## src/hdl/icmp_erb_pkg.sv

```systemverilog
// Shared types, constants and functions of the ICMP echo request builder.
// Used by every module of the block; depends on nothing else.

package icmp_erb_pkg;

	// Packet layout: a 20-byte IPv4 header followed by an 8-byte ICMP echo request.
	localparam int IpLen    = 20;
	localparam int IcmpLen  = 8;
	localparam int PktLen   = IpLen + IcmpLen;
	localparam int IdxW     = $clog2(PktLen);
	localparam logic [IdxW-1:0] LastIdx = IdxW'(PktLen - 1);

	// Fixed header bytes.
	localparam logic [7:0] VerIhl      = 8'h45;
	localparam logic [7:0] ProtoIcmp   = 8'h01;
	localparam logic [7:0] IcmpEchoReq = 8'h08;
	localparam logic [7:0] TotLenByte  = 8'(PktLen);

	// Constant parts of the two checksums: version/IHL/TOS word plus total length,
	// and the ICMP type/code word.
	localparam logic [15:0] IpConstSum   = {VerIhl, 8'h00} + 16'(PktLen);
	localparam logic [15:0] IcmpConstSum = {IcmpEchoReq, 8'h00};

	// Width of an unfolded sum of up to eight 16-bit words.
	localparam int SumW = 19;

	// Short queue between front and back.
	localparam int QueueDepth = 4;
	localparam int QPtrW      = $clog2(QueueDepth);
	localparam int QCntW      = $clog2(QueueDepth + 1);

	// Configuration register indexes.
	localparam int CfgIdxW = 2;
	typedef enum logic [CfgIdxW-1:0] {
		REG_SOURCE_IP = 2'd0,
		REG_DEST_IP   = 2'd1,
		REG_TTL       = 2'd2,
		REG_ECHO_ID   = 2'd3
	} cfg_reg_t;

	localparam logic [7:0] TtlReset = 8'd64;

	typedef struct packed {
		logic [31:0] source_ip;
		logic [31:0] dest_ip;
		logic [7:0]  ttl;
		logic [15:0] echo_id;
	} cfg_t;

	// One classified request waiting for serialization.
	typedef struct packed {
		logic [15:0] seq;
		logic [15:0] ip_csum;
		logic [15:0] icmp_csum;
	} queue_rec_t;

	// Fold an unfolded sum twice into 16 bits and complement it.
	function automatic logic [15:0] fold_csum(input logic [SumW-1:0] s);
		logic [16:0] a;
		logic [16:0] b;
		a = 17'(s[15:0]) + 17'(s[SumW-1:16]);
		b = 17'(a[15:0]) + 17'(a[16]);
		return ~b[15:0];
	endfunction

	// Byte at position idx of the packet, network order.
	function automatic logic [7:0] pkt_byte(input logic [IdxW-1:0] idx,
	                                        input queue_rec_t rec,
	                                        input cfg_t cfg);
		logic [7:0] b;
		unique case (idx)
			5'd0:  b = VerIhl;
			5'd3:  b = TotLenByte;
			5'd8:  b = cfg.ttl;
			5'd9:  b = ProtoIcmp;
			5'd10: b = rec.ip_csum[15:8];
			5'd11: b = rec.ip_csum[7:0];
			5'd12: b = cfg.source_ip[31:24];
			5'd13: b = cfg.source_ip[23:16];
			5'd14: b = cfg.source_ip[15:8];
			5'd15: b = cfg.source_ip[7:0];
			5'd16: b = cfg.dest_ip[31:24];
			5'd17: b = cfg.dest_ip[23:16];
			5'd18: b = cfg.dest_ip[15:8];
			5'd19: b = cfg.dest_ip[7:0];
			5'd20: b = IcmpEchoReq;
			5'd22: b = rec.icmp_csum[15:8];
			5'd23: b = rec.icmp_csum[7:0];
			5'd24: b = cfg.echo_id[15:8];
			5'd25: b = cfg.echo_id[7:0];
			5'd26: b = rec.seq[15:8];
			5'd27: b = rec.seq[7:0];
			default: b = 8'h00;
		endcase
		return b;
	endfunction

endpackage

```

## src/hdl/icmp_erb_front.sv

```systemverilog
// Front of the ICMP echo request builder: accepts sequence numbers and works out
// both checksums in two stages. Depends on icmp_erb_pkg.

module icmp_erb_front (
	input  logic                     clk,
	input  logic                     arst_n,
	input  logic                     s_tvalid,
	output logic                     s_tready,
	input  logic [15:0]              s_tdata,
	input  icmp_erb_pkg::cfg_t       cfg,
	output logic                     push_valid,
	input  logic                     push_ready,
	output icmp_erb_pkg::queue_rec_t push_rec
);

	logic                              valid_s1;
	logic [15:0]                       seq_s1;
	logic                              valid_s2;
	logic [15:0]                       seq_s2;
	logic [icmp_erb_pkg::SumW-1:0]     ip_sum_s2;
	logic [icmp_erb_pkg::SumW-1:0]     icmp_sum_s2;
	logic                              ready_s1;
	logic                              ready_s2;
	logic [icmp_erb_pkg::SumW-1:0]     ip_sum;
	logic [icmp_erb_pkg::SumW-1:0]     icmp_sum;

	assign ready_s2 = !valid_s2 || push_ready;
	assign ready_s1 = !valid_s1 || ready_s2;
	assign s_tready = ready_s1;

	// Unfolded sums; the checksum fields count as zero.
	always_comb begin
		ip_sum = icmp_erb_pkg::SumW'(icmp_erb_pkg::IpConstSum)
		       + icmp_erb_pkg::SumW'({cfg.ttl, icmp_erb_pkg::ProtoIcmp})
		       + icmp_erb_pkg::SumW'(cfg.source_ip[31:16])
		       + icmp_erb_pkg::SumW'(cfg.source_ip[15:0])
		       + icmp_erb_pkg::SumW'(cfg.dest_ip[31:16])
		       + icmp_erb_pkg::SumW'(cfg.dest_ip[15:0]);
		icmp_sum = icmp_erb_pkg::SumW'(icmp_erb_pkg::IcmpConstSum)
		         + icmp_erb_pkg::SumW'(cfg.echo_id)
		         + icmp_erb_pkg::SumW'(seq_s1);
	end

	always_ff @(posedge clk or negedge arst_n) begin
		if (!arst_n) begin
			valid_s1 <= 1'b0;
			valid_s2 <= 1'b0;
		end else begin
			if (ready_s1) begin
				valid_s1 <= s_tvalid;
			end
			if (ready_s2) begin
				valid_s2 <= valid_s1;
			end
		end
	end

	always_ff @(posedge clk) begin
		if (ready_s1 && s_tvalid) begin
			seq_s1 <= s_tdata;
		end
		if (ready_s2 && valid_s1) begin
			seq_s2      <= seq_s1;
			ip_sum_s2   <= ip_sum;
			icmp_sum_s2 <= icmp_sum;
		end
	end

	assign push_valid         = valid_s2;
	assign push_rec.seq       = seq_s2;
	assign push_rec.ip_csum   = icmp_erb_pkg::fold_csum(ip_sum_s2);
	assign push_rec.icmp_csum = icmp_erb_pkg::fold_csum(icmp_sum_s2);

`ifndef NO_ASSERTIONS
	// A request stuck in the second stage is not lost while the queue is full.
	a_s2_hold: assert property (@(posedge clk) disable iff (!arst_n)
		valid_s2 && !push_ready |=> valid_s2)
		else $error("front stage two dropped a stalled request");
`endif

endmodule

```

## src/hdl/icmp_erb_queue.sv

```systemverilog
// Short register queue between front and back of the ICMP echo request builder.
// Depends on icmp_erb_pkg.

module icmp_erb_queue (
	input  logic                     clk,
	input  logic                     arst_n,
	input  logic                     push_valid,
	output logic                     push_ready,
	input  icmp_erb_pkg::queue_rec_t push_rec,
	output logic                     pop_valid,
	input  logic                     pop,
	output icmp_erb_pkg::queue_rec_t pop_rec
);

	icmp_erb_pkg::queue_rec_t             entries_q [icmp_erb_pkg::QueueDepth];
	logic [icmp_erb_pkg::QPtrW-1:0]       wr_ptr_q;
	logic [icmp_erb_pkg::QPtrW-1:0]       rd_ptr_q;
	logic [icmp_erb_pkg::QCntW-1:0]       count_q;
	logic                                 do_push;
	logic                                 do_pop;

	assign push_ready = count_q != icmp_erb_pkg::QCntW'(icmp_erb_pkg::QueueDepth);
	assign pop_valid  = count_q != '0;
	assign do_push    = push_valid && push_ready;
	assign do_pop     = pop && pop_valid;
	assign pop_rec    = entries_q[rd_ptr_q];

	always_ff @(posedge clk or negedge arst_n) begin
		if (!arst_n) begin
			wr_ptr_q <= '0;
			rd_ptr_q <= '0;
			count_q  <= '0;
		end else begin
			if (do_push) begin
				wr_ptr_q <= wr_ptr_q + 1'b1;
			end
			if (do_pop) begin
				rd_ptr_q <= rd_ptr_q + 1'b1;
			end
			if (do_push && !do_pop) begin
				count_q <= count_q + 1'b1;
			end else if (do_pop && !do_push) begin
				count_q <= count_q - 1'b1;
			end
		end
	end

	always_ff @(posedge clk) begin
		if (do_push) begin
			entries_q[wr_ptr_q] <= push_rec;
		end
	end

`ifndef NO_ASSERTIONS
	a_count_range: assert property (@(posedge clk) disable iff (!arst_n)
		count_q <= icmp_erb_pkg::QCntW'(icmp_erb_pkg::QueueDepth))
		else $error("queue occupancy beyond its depth");
`endif

endmodule

```

## src/hdl/icmp_erb_back.sv

```systemverilog
// Back of the ICMP echo request builder: takes requests from the queue and sends
// their 28 packet bytes through an output register. Depends on icmp_erb_pkg.

module icmp_erb_back (
	input  logic                     clk,
	input  logic                     arst_n,
	input  logic                     pop_valid,
	output logic                     pop,
	input  icmp_erb_pkg::queue_rec_t pop_rec,
	input  icmp_erb_pkg::cfg_t       cfg,
	output logic                     m_tvalid,
	input  logic                     m_tready,
	output logic [7:0]               m_tdata,
	output logic                     m_tlast
);

	icmp_erb_pkg::queue_rec_t         cur_q;
	logic                             busy_q;
	logic [icmp_erb_pkg::IdxW-1:0]    idx_q;
	logic                             out_valid_q;
	logic [7:0]                       out_data_q;
	logic                             out_last_q;
	logic                             advance;
	logic                             at_last;

	assign advance = !out_valid_q || m_tready;
	assign at_last = idx_q == icmp_erb_pkg::LastIdx;
	// Take the next request when idle or as the last byte goes into the output register.
	assign pop     = pop_valid && (!busy_q || (advance && at_last));

	always_ff @(posedge clk or negedge arst_n) begin
		if (!arst_n) begin
			busy_q      <= 1'b0;
			idx_q       <= '0;
			out_valid_q <= 1'b0;
		end else begin
			if (advance) begin
				out_valid_q <= busy_q;
			end
			if (pop) begin
				busy_q <= 1'b1;
				idx_q  <= '0;
			end else if (busy_q && advance) begin
				if (at_last) begin
					busy_q <= 1'b0;
					idx_q  <= '0;
				end else begin
					idx_q <= idx_q + 1'b1;
				end
			end
		end
	end

	always_ff @(posedge clk) begin
		if (pop) begin
			cur_q <= pop_rec;
		end
		if (busy_q && advance) begin
			out_data_q <= icmp_erb_pkg::pkt_byte(idx_q, cur_q, cfg);
			out_last_q <= at_last;
		end
	end

	assign m_tvalid = out_valid_q;
	assign m_tdata  = out_data_q;
	assign m_tlast  = out_valid_q && out_last_q;

`ifndef NO_ASSERTIONS
	a_idx_range: assert property (@(posedge clk) disable iff (!arst_n)
		busy_q |-> idx_q <= icmp_erb_pkg::LastIdx)
		else $error("byte index beyond end of packet");

	a_no_gap: assert property (@(posedge clk) disable iff (!arst_n)
		m_tvalid && m_tready && !m_tlast |=> m_tvalid)
		else $error("gap inside a packet");

	a_pop_safe: assert property (@(posedge clk) disable iff (!arst_n)
		pop && busy_q |-> advance && at_last)
		else $error("request taken while a packet is still being sent");
`endif

endmodule

```

## src/hdl/icmp_echo_request_builder_top.sv

```systemverilog
// Top level of the ICMP echo request builder: configuration registers and the
// front, queue and back parts. Depends on icmp_erb_pkg and the icmp_erb_* modules.
//
// Usage: each request on the slave stream (s_tdata = 16-bit echo sequence number)
// turns into one 28-byte IPv4 ICMP echo request packet on the master stream, one
// byte per beat in network order, with m_tlast high on the 28th byte.
// The front takes a request and computes the IPv4 header checksum and the ICMP
// checksum over two register stages, then places the request in a four-entry
// queue. The back takes requests from the queue and drives the bytes through an
// output register, so the two sides stall independently.
// A request passes through the two front stages, a queue entry and the back's
// request register before its first byte is loaded into the output register.
// Packets follow each other with no idle beat while requests are waiting, and
// new requests are accepted while earlier packets are still being sent until
// the queue and front are full.
// Configuration is written through cfg_we/cfg_index/cfg_data and must only be
// changed while no packet is pending; header fields are read from the registers
// while a packet is sent.
// Reset (arst_n low) empties the pipeline and queue and loads the registers with
// source 0, destination 0, TTL 64 and identifier 0.
// When the receiver holds m_tready low, the current byte stays on m_tdata and the
// block keeps accepting requests until its internal storage is full.

module icmp_echo_request_builder_top (
	input  logic        clk,
	input  logic        arst_n,
	// Request stream.
	input  logic        s_tvalid,
	output logic        s_tready,
	input  logic [15:0] s_tdata,   // [15:0] sequence_number
	// Packet byte stream.
	output logic        m_tvalid,
	input  logic        m_tready,
	output logic [7:0]  m_tdata,   // [7:0] packet_byte
	output logic        m_tlast,   // last_byte
	// Configuration write port.
	input  logic        cfg_we,
	input  logic [1:0]  cfg_index,
	input  logic [31:0] cfg_data
);

	icmp_erb_pkg::cfg_t       cfg_q;
	logic                     push_valid;
	logic                     push_ready;
	icmp_erb_pkg::queue_rec_t push_rec;
	logic                     pop_valid;
	logic                     pop;
	icmp_erb_pkg::queue_rec_t pop_rec;

	// Configuration registers; only the register's own width is kept.
	always_ff @(posedge clk or negedge arst_n) begin
		if (!arst_n) begin
			cfg_q.source_ip <= '0;
			cfg_q.dest_ip   <= '0;
			cfg_q.ttl       <= icmp_erb_pkg::TtlReset;
			cfg_q.echo_id   <= '0;
		end else if (cfg_we) begin
			unique case (icmp_erb_pkg::cfg_reg_t'(cfg_index))
				icmp_erb_pkg::REG_SOURCE_IP: cfg_q.source_ip <= cfg_data;
				icmp_erb_pkg::REG_DEST_IP:   cfg_q.dest_ip   <= cfg_data;
				icmp_erb_pkg::REG_TTL:       cfg_q.ttl       <= cfg_data[7:0];
				icmp_erb_pkg::REG_ECHO_ID:   cfg_q.echo_id   <= cfg_data[15:0];
				default: ;
			endcase
		end
	end

	icmp_erb_front u_front (
		.clk        (clk),
		.arst_n     (arst_n),
		.s_tvalid   (s_tvalid),
		.s_tready   (s_tready),
		.s_tdata    (s_tdata),
		.cfg        (cfg_q),
		.push_valid (push_valid),
		.push_ready (push_ready),
		.push_rec   (push_rec)
	);

	icmp_erb_queue u_queue (
		.clk        (clk),
		.arst_n     (arst_n),
		.push_valid (push_valid),
		.push_ready (push_ready),
		.push_rec   (push_rec),
		.pop_valid  (pop_valid),
		.pop        (pop),
		.pop_rec    (pop_rec)
	);

	icmp_erb_back u_back (
		.clk       (clk),
		.arst_n    (arst_n),
		.pop_valid (pop_valid),
		.pop       (pop),
		.pop_rec   (pop_rec),
		.cfg       (cfg_q),
		.m_tvalid  (m_tvalid),
		.m_tready  (m_tready),
		.m_tdata   (m_tdata),
		.m_tlast   (m_tlast)
	);

endmodule

```

## config.mk

```make
export PLATFORM = sky130hd
export DESIGN_NAME = icmp_echo_request_builder_top
export DESIGN_NICKNAME = d
export VERILOG_FILES = /design/src/hdl/icmp_erb_pkg.sv /design/src/hdl/icmp_erb_front.sv /design/src/hdl/icmp_erb_queue.sv /design/src/hdl/icmp_erb_back.sv /design/src/hdl/icmp_echo_request_builder_top.sv
export SDC_FILE = /design/constraint.sdc
export NUM_CORES = 1
export LEC_CHECK = 0
export BUFFER_PORTS_ARGS = -buffer_cell sky130_fd_sc_hd__clkbuf_2
export CORE_ASPECT_RATIO = 1.5
export CORE_UTILIZATION = 40
export CTS_CLUSTER_SIZE = 14
export DETAILED_ROUTE_END_ITERATION = 8
export HOLD_SLACK_MARGIN = 0.15
export PLACE_DENSITY_LB_ADDON = 0.3
export REMOVE_ABC_BUFFERS = 1
export SLEW_MARGIN = 0
export SYNTH_ARGS = -nofsm -noshare
export SYNTH_HDL_FRONTEND = slang
export SYNTH_SLANG_ARGS = --single-unit
```

## constraint.sdc

```tcl
create_clock -name clk -period 8.8 [get_ports clk]
set_input_delay 1.76 -clock clk [delete_from_list [all_inputs] [get_ports clk]]
set_output_delay 1.76 -clock clk [all_outputs]
set_load 0.005 [all_outputs]
```

# After elaboration in Yosys (flattened, before gate mapping)
# Memories as Yosys holds them, arrays and structs flattened. A register that Yosys moved wholly into a read port is not among the register bits.
# Index checks and enable logic that the tools add are counted.
# Widths: inputs -> output; s select.
[totals]
word_cells = 103
output_inout_bits = 11
ramBits = 192
memories = 1
register_bits = 183
[mem_list]
columns = ["memory", "words", "width", "read_ports", "rd_clocked_by_memory_dff", "wr", "line", "rtl"]
rows = [
  ["u_queue.entries_q", 4, 48, 1, 1, 1, "icmp_erb_queue.sv:15", "icmp_erb_pkg::queue_rec_t entries_q [icmp_erb_pkg::QueueDepth];"],
]
[classes]
n_addsub = 16
n_bitwise = 2
reduce_logical = 31
n_mux = 11
n_eq_ne = 24
[op_table]
columns = ["cell", "n"]
rows = [
  ["$pmux 8 s21", 1],
  ["$add 19x16->19", 5],
  ["$eq 5x5->1 const B", 11],
  ["$eq 5x4->1 const B", 8],
  ["$add 16x3->17", 2],
  ["$add 16x1->16", 2],
  ["$not 16->16", 2],
  ["$add 12x16->17 const A", 1],
  ["$add 15x16->17 const A", 1],
  ["$mux 5", 3],
  ["$logic_and 1x1->1", 10],
  ["$reduce_and 2->1", 5],
  ["$logic_not 1->1", 6],
  ["$mux 3", 2],
  ["$reduce_bool 2->1", 3],
  ["$add 5x1->5 const B", 1],
  ["$eq 5x2->1 const B", 1],
  ["$logic_not 5->1", 1],
  ["$mux 1", 5],
  ["$add 2x1->2 const B", 2],
  ["$eq 2x2->1 const B", 2],
  ["$logic_or 1x1->1", 4],
  ["$add 3x1->3 const B", 1],
  ["$ne 3x3->1 const B", 1],
  ["other kinds (4)", 4],
]

# Logic depth before layout (Yosys ltp)
[depth]
depth_word = 9
ltp_mapped = 15
depth_no_buf = 15

# Hierarchy
# Synthesis repeated with hierarchy kept, for this count alone.
[hier_totals]
cells_unflattened = 1385
hier_area_um2 = 20704.9
[by_module_without_submodules]
columns = ["mod", "seq_area_each_um2", "n_inst", "cells_per_inst", "area_each_um2"]
rows = [
  ["icmp_erb_queue", 5940.7, 1, 286, 7392.1],
  ["icmp_erb_front", 2122.0, 1, 616, 6472.5],
  ["icmp_erb_back", 1886.8, 1, 296, 3519.6],
  ["icmp_echo_request_builder_top", 2203.4, 1, 187, 3320.7],
]

# Worst setup path before layout
# Ideal clock, no wire load.
[synth_path]
kind = "input to register"
from = "in m_tready"
to = "reg u_queue.count_q[1] (netlist name)"
slack_ns = 3.922
required_time_ns = 8.675
arrival_ns = 4.753
setup_time_ns = 0.125
stages = 10
path_buffers = 1
cell_sequence = "nand2b_1 nand2_1 nand2_1 o31a_1 clkbuf_1 inv_1 ha_1 inv_1 fa_1 mux2_2"
[synth_between]
elab_chain_len = 8
elab_cells_between_ends = 10
classes_between = "mux: 1; reduce/logical: 9"
[synth_rtl]
columns = ["element", "line", "rtl"]
rows = [
  ["start: declaration", "icmp_echo_request_builder_top.sv:33", "input logic m_tready,"],
  ["$logic_or 1x1->1 (*)", "icmp_erb_back.sv:26", "assign advance = !out_valid_q || m_tready;"],
  ["$logic_and 1x1->1 (*)", "icmp_erb_back.sv:29", "assign pop = pop_valid && (!busy_q || (advance && at_last));"],
  ["$logic_or 1x1->1 (*)", "icmp_erb_back.sv:29", ""],
  ["$logic_and 1x1->1 (*)", "icmp_erb_back.sv:29", ""],
  ["via pop", "icmp_echo_request_builder_top.sv:47", "logic pop;"],
  ["$logic_and 1x1->1 (*)", "icmp_erb_queue.sv:25", "assign do_pop = pop && pop_valid;"],
  ["$logic_not 1->1", "icmp_erb_queue.sv:40", "if (do_push && !do_pop) begin"],
  ["$logic_and 1x1->1", "icmp_erb_queue.sv:40", ""],
  ["$mux 3 / $reduce_bool 2->1 (equally long branches)", "-", ""],
  ["end signal: assignment", "icmp_erb_queue.sv:41", "count_q <= count_q + 1'b1;"],
  ["end signal: assignment", "icmp_erb_queue.sv:43", "count_q <= count_q - 1'b1;"],
  ["end: declaration", "icmp_erb_queue.sv:18", "logic [icmp_erb_pkg::QCntW-1:0] count_q;"],
]
# The timed path passes the listed nets; every way through them passes the cells marked *.
# A chain may end at the register's enable or synchronous reset.

# Final worst setup path
[layout_path]
from = "reg cfg_q[16] (netlist name)"
to = "reg u_front.ip_sum_s2[17] (netlist name) (data pin)"
[layout_between]
elab_chain_len = 5
[layout_rtl]
columns = ["element", "line", "rtl"]
rows = [
  ["start: declaration", "icmp_echo_request_builder_top.sv:42", "icmp_erb_pkg::cfg_t cfg_q;"],
  ["$add 15x16->17", "icmp_erb_front.sv:34", "+ icmp_erb_pkg::SumW'({cfg.ttl, icmp_erb_pkg::ProtoIcmp})"],
  ["$add 19x16->19", "icmp_erb_front.sv:35", "+ icmp_erb_pkg::SumW'(cfg.source_ip[31:16])"],
  ["$add 19x16->19", "icmp_erb_front.sv:36", "+ icmp_erb_pkg::SumW'(cfg.source_ip[15:0])"],
  ["$add 19x16->19", "icmp_erb_front.sv:37", "+ icmp_erb_pkg::SumW'(cfg.dest_ip[31:16])"],
  ["$add 19x16->19", "icmp_erb_front.sv:38", "+ icmp_erb_pkg::SumW'(cfg.dest_ip[15:0]);"],
  ["via u_front.ip_sum, one bit", "icmp_erb_front.sv:24", "logic [icmp_erb_pkg::SumW-1:0] ip_sum;"],
  ["end signal: assignment", "icmp_erb_front.sv:64", "ip_sum_s2 <= ip_sum;"],
  ["end: declaration", "icmp_erb_front.sv:20", "logic [icmp_erb_pkg::SumW-1:0] ip_sum_s2;"],
]
# The timed path passes the listed nets, and every way through them passes these cells.

==> impl_results.md <==
- Status: completed
- CP arrival: around 5000 ps
- Core Box Area: 49,700 µm²
- DR WL met2: 27.0 mm
- Largest net degree at the start of global routing: 68
- Metal-1 WL: 19.6 mm
- F_max: 221 MHz
- Longest Clk Path Bufs: 3
- Max Cap Violations: 0
- Cts bufs inserted: 42
- DR top layer: met4
- Commonest non-fill, non-tap cell in the layout: edfxtp_1
- Synthesized area per cell: 14.4 µm²
- First-pass GRT wire length: 77.3 mm
- Unrepaired setup endpoints after global routing: false
- FP Rows: 100
- Sum Neg Setup Slack: 0 ps
- Pins Over Slew Limit: 0
- Drt drc: 0
- DR iter-0 viols: between 700 and 800
- Hold WC Path Type: reg2reg
- # port buffers: 65
- Switching Fraction: 0.376
- Leak: 8.32 nW
- Pint: 0.00549 W
- Final min period: 4530 ps
- Clock power frac: 0.202
- Chip width: roughly 190 µm
- Fill count: 4,371
- Post-synth EDFFs: 318
- GRT Util Overall: 0.206
- Cell variety after synth: 74
- Met3 WL: 1.82 mm
- Grt total ovfl: 0
- Hpwl dp: between 30 and 40 mm
- Crit path launch type: flip-flop
- Worst clock skew: approximately 13 ps
- Crit path required time: ~9200 ps
- TritonCTS clock tree: done
- Relative slew slack: 0.312
- Die area: 51,200 µm²
- Sequential Power Share: 0.384
- Post-synthesis sequential area ratio: 0.604
- Vias in the first global route: 12,400
- Initial Util: 0.405
- Critical path class: reg2reg
- WL final: between 50 and 60 mm
- Cell Area, Synth: 20,100 µm²
- Sw Pwr: roughly 0.0033 W
- Ant diodes: 0
- Post-CTS Resized: 0
- Die extent in y: 277 µm
- PD cells: 390 nW/µm²
- Cells after synthesis: 1,396
- Peak supply drop: 0.334 mV
- Final Util: 0.454
- Critical path endpoint category: flip-flop
- Antenna Nets Post-Route: 0
- YS warnings: 0
- Clock root cell: clkbuf_16
- Actual slew at the worst max-slew pin: 1030 ps
- Wire per inst: 23.6 µm
- CTS Hold Buffers Added: 0
- Final hold violations: 0
- Most frequent cells in the layout: edfxtp_1 (318), inv_1 (101), dfrtp_1 (101)
- Vias per cell: about 5.5
- Antenna violations before repair: 0
- Layout Nets: 1,640
- Post-synth ARST share: 0.246
- Ys flop type: edfxtp_1
- Final setup fails: 0
- Crit-path max FO: 5
- Post-CTS setup buffer count: 0
- Share of cells above drive strength 1: 0.193
- Comb power frac: 0.414
- Crit share post-route: 0.515
- Clock sinks: 422
- Synth Register Bits: 422
- Total number of vias: 12,000
- Worst skew pair latency: 560 ps
- Clock transition at path regs: ~60 ps
- P&R area growth vs syn: 12.3%
- Top Ports: 66
- H-tree depth: 2
- Final GP Congestion: between 0.9 and 1
- 1st-pass router iterations: 8
==> per-layer routing <==
metal	global-route usage	up-vias
met5	0	-
met4	0.113	0
met3	0.0226	116
met2	0.366	334
met1	0.241	6152
li1	-	5414
==> cells by family after synthesis <==
family / Yosys count / synth area share
mux: 130 / 0.0994
flops: 422 / 0.604
xor+xnor: 78 / 0.0340
buf+inv: 145 / 0.0274
fa+ha+maj: 110 / 0.0849
compound gates: 230 / 0.0805
simple gates: 281 / 0.0696
==> power groups by stage <==
stage | clock network (W) | registers [W] | logic, W
6_report | 0.00178 | 0.00338 | 0.00364
5_1_grt | 0.00189 | 0.00343 | 0.00401
4_1_cts | 0.00182 | 0.00338 | 0.00365
3_5_place_dp | 0 | 0.00342 | 0.00363
3_3_place_gp | 0 | 0.00339 | 0.00356
2_1_floorplan | 0 | 0.00332 | 0.00254
==> cell usage after synthesis (4+ instances only) <==
master	n	area, µm²
mux4_2	48	1080
a222oi_1	9	90.1
o21a_1	9	67.6
o21bai_1	5	37.5
nand2_1	70	263
nand4_1	8	50.1
a221oi_1	9	78.8
fa_1	44	881
nand3b_1	5	37.5
xor2_1	26	228
nor3_1	18	90.1
a2111oi_0	9	78.8
or2_2	5	31.3
o22ai_1	6	37.5
nor2b_1	10	62.6
a211oi_1	7	52.6
nor3b_1	4	30.0
mux2_2	77	867
nor2_1	66	248
or3_1	5	31.3
nand3_1	30	150
a22o_1	12	105
a21oi_1	41	205
clkbuf_1	31	116
edfxtp_1	318	9550
o21ai_0	46	230
a32oi_1	6	52.6
o2111ai_1	4	35.0
a21o_1	13	97.6
and3_1	15	93.8
buf_1	9	33.8
inv_1	101	379
and2_1	13	81.3
a22oi_1	22	165
xnor2_1	52	455
dfrtp_1	103	2580
ha_1	66	826
nand2b_1	17	106
mux2i_1	5	50.1
==> critical path, stage by stage, from the launching register on <==
cell and delay (ps):
dfrtp_1 430, ha_1 250, o21ai_0 320, xnor2_1 190, fa_1 460, fa_1 520, inv_1 50, fa_1 500
inv_1 40, ha_1 340, o21ai_0 110, o21bai_1 120, a2111oi_0 560, nor2_1 150, o311ai_1 300
==> final timing paths <==
check	start	endpoint	slack [ps]	cells after the start
max in group asynchronous	arst_n	u_queue.rd_ptr_q[1]$_DFFE_PN0P_	6230	2
min reg2reg	u_front.seq_s1[15]$_DFFE_PP_	u_front.seq_s2[15]$_DFFE_PP_	480	0
max reg2reg	cfg_q[16]$_DFFE_PN0P_	u_front.ip_sum_s2[17]$_DFFE_PP_	4270	14
max	cfg_q[16]$_DFFE_PN0P_	u_front.ip_sum_s2[17]$_DFFE_PP_	4270	14
min in group asynchronous	arst_n	cfg_q[37]$_DFFE_PN0P_	1170	1
min	u_front.seq_s1[15]$_DFFE_PP_	u_front.seq_s2[15]$_DFFE_PP_	480	0
==> flip-flops by register name, summed over array words and instances, names as in the netlist, 3 cells and up <==
| signal | flops |
|---|---|
| u_back.idx_q | 5 |
| u_front.seq_s2 | 16 |
| u_queue.count_q | 3 |
| u_front.icmp_sum_s2 | 18 |
| u_front.seq_s1 | 16 |
| u_front.ip_sum_s2 | 19 |
| cfg_q | 88 |
| u_back.m_tdata | 8 |
| u_queue.entries_q | 192 |
| u_back.cur_q | 48 |
==> per-stage QoR <==
step | setup WS (ps) | cell area (µm²) | total power [W] | hold slack [ps] | instances
2_1_floorplan | 3840 | 19900 | 0.00587 | 431 | 1353
5_1_grt | 4040 | 22600 | 0.00932 | 493 | 2171
6_report | 4270 | 22600 | 0.00879 | 478 | 2171
3_3_place_gp | 4460 | 21200 | 0.00696 | 459 | 2094
3_5_place_dp | 4350 | 21200 | 0.00705 | 464 | 2094
4_1_cts | 4300 | 22600 | 0.00884 | 483 | 2171
==> area by class of cell <==
class                      instances  area [µm²]  share of cell area
inverter                         102         383              0.0170
sequential                       422       12200               0.539
multi-input combinational        829        7420               0.329
tap                              663         830              0.0367
clock inverter                    19         201             0.00892
timing repair buffer              78         425              0.0188
clock buffer                      58        1150              0.0510
Note: power is estimated with default switching activity, not from simulation.
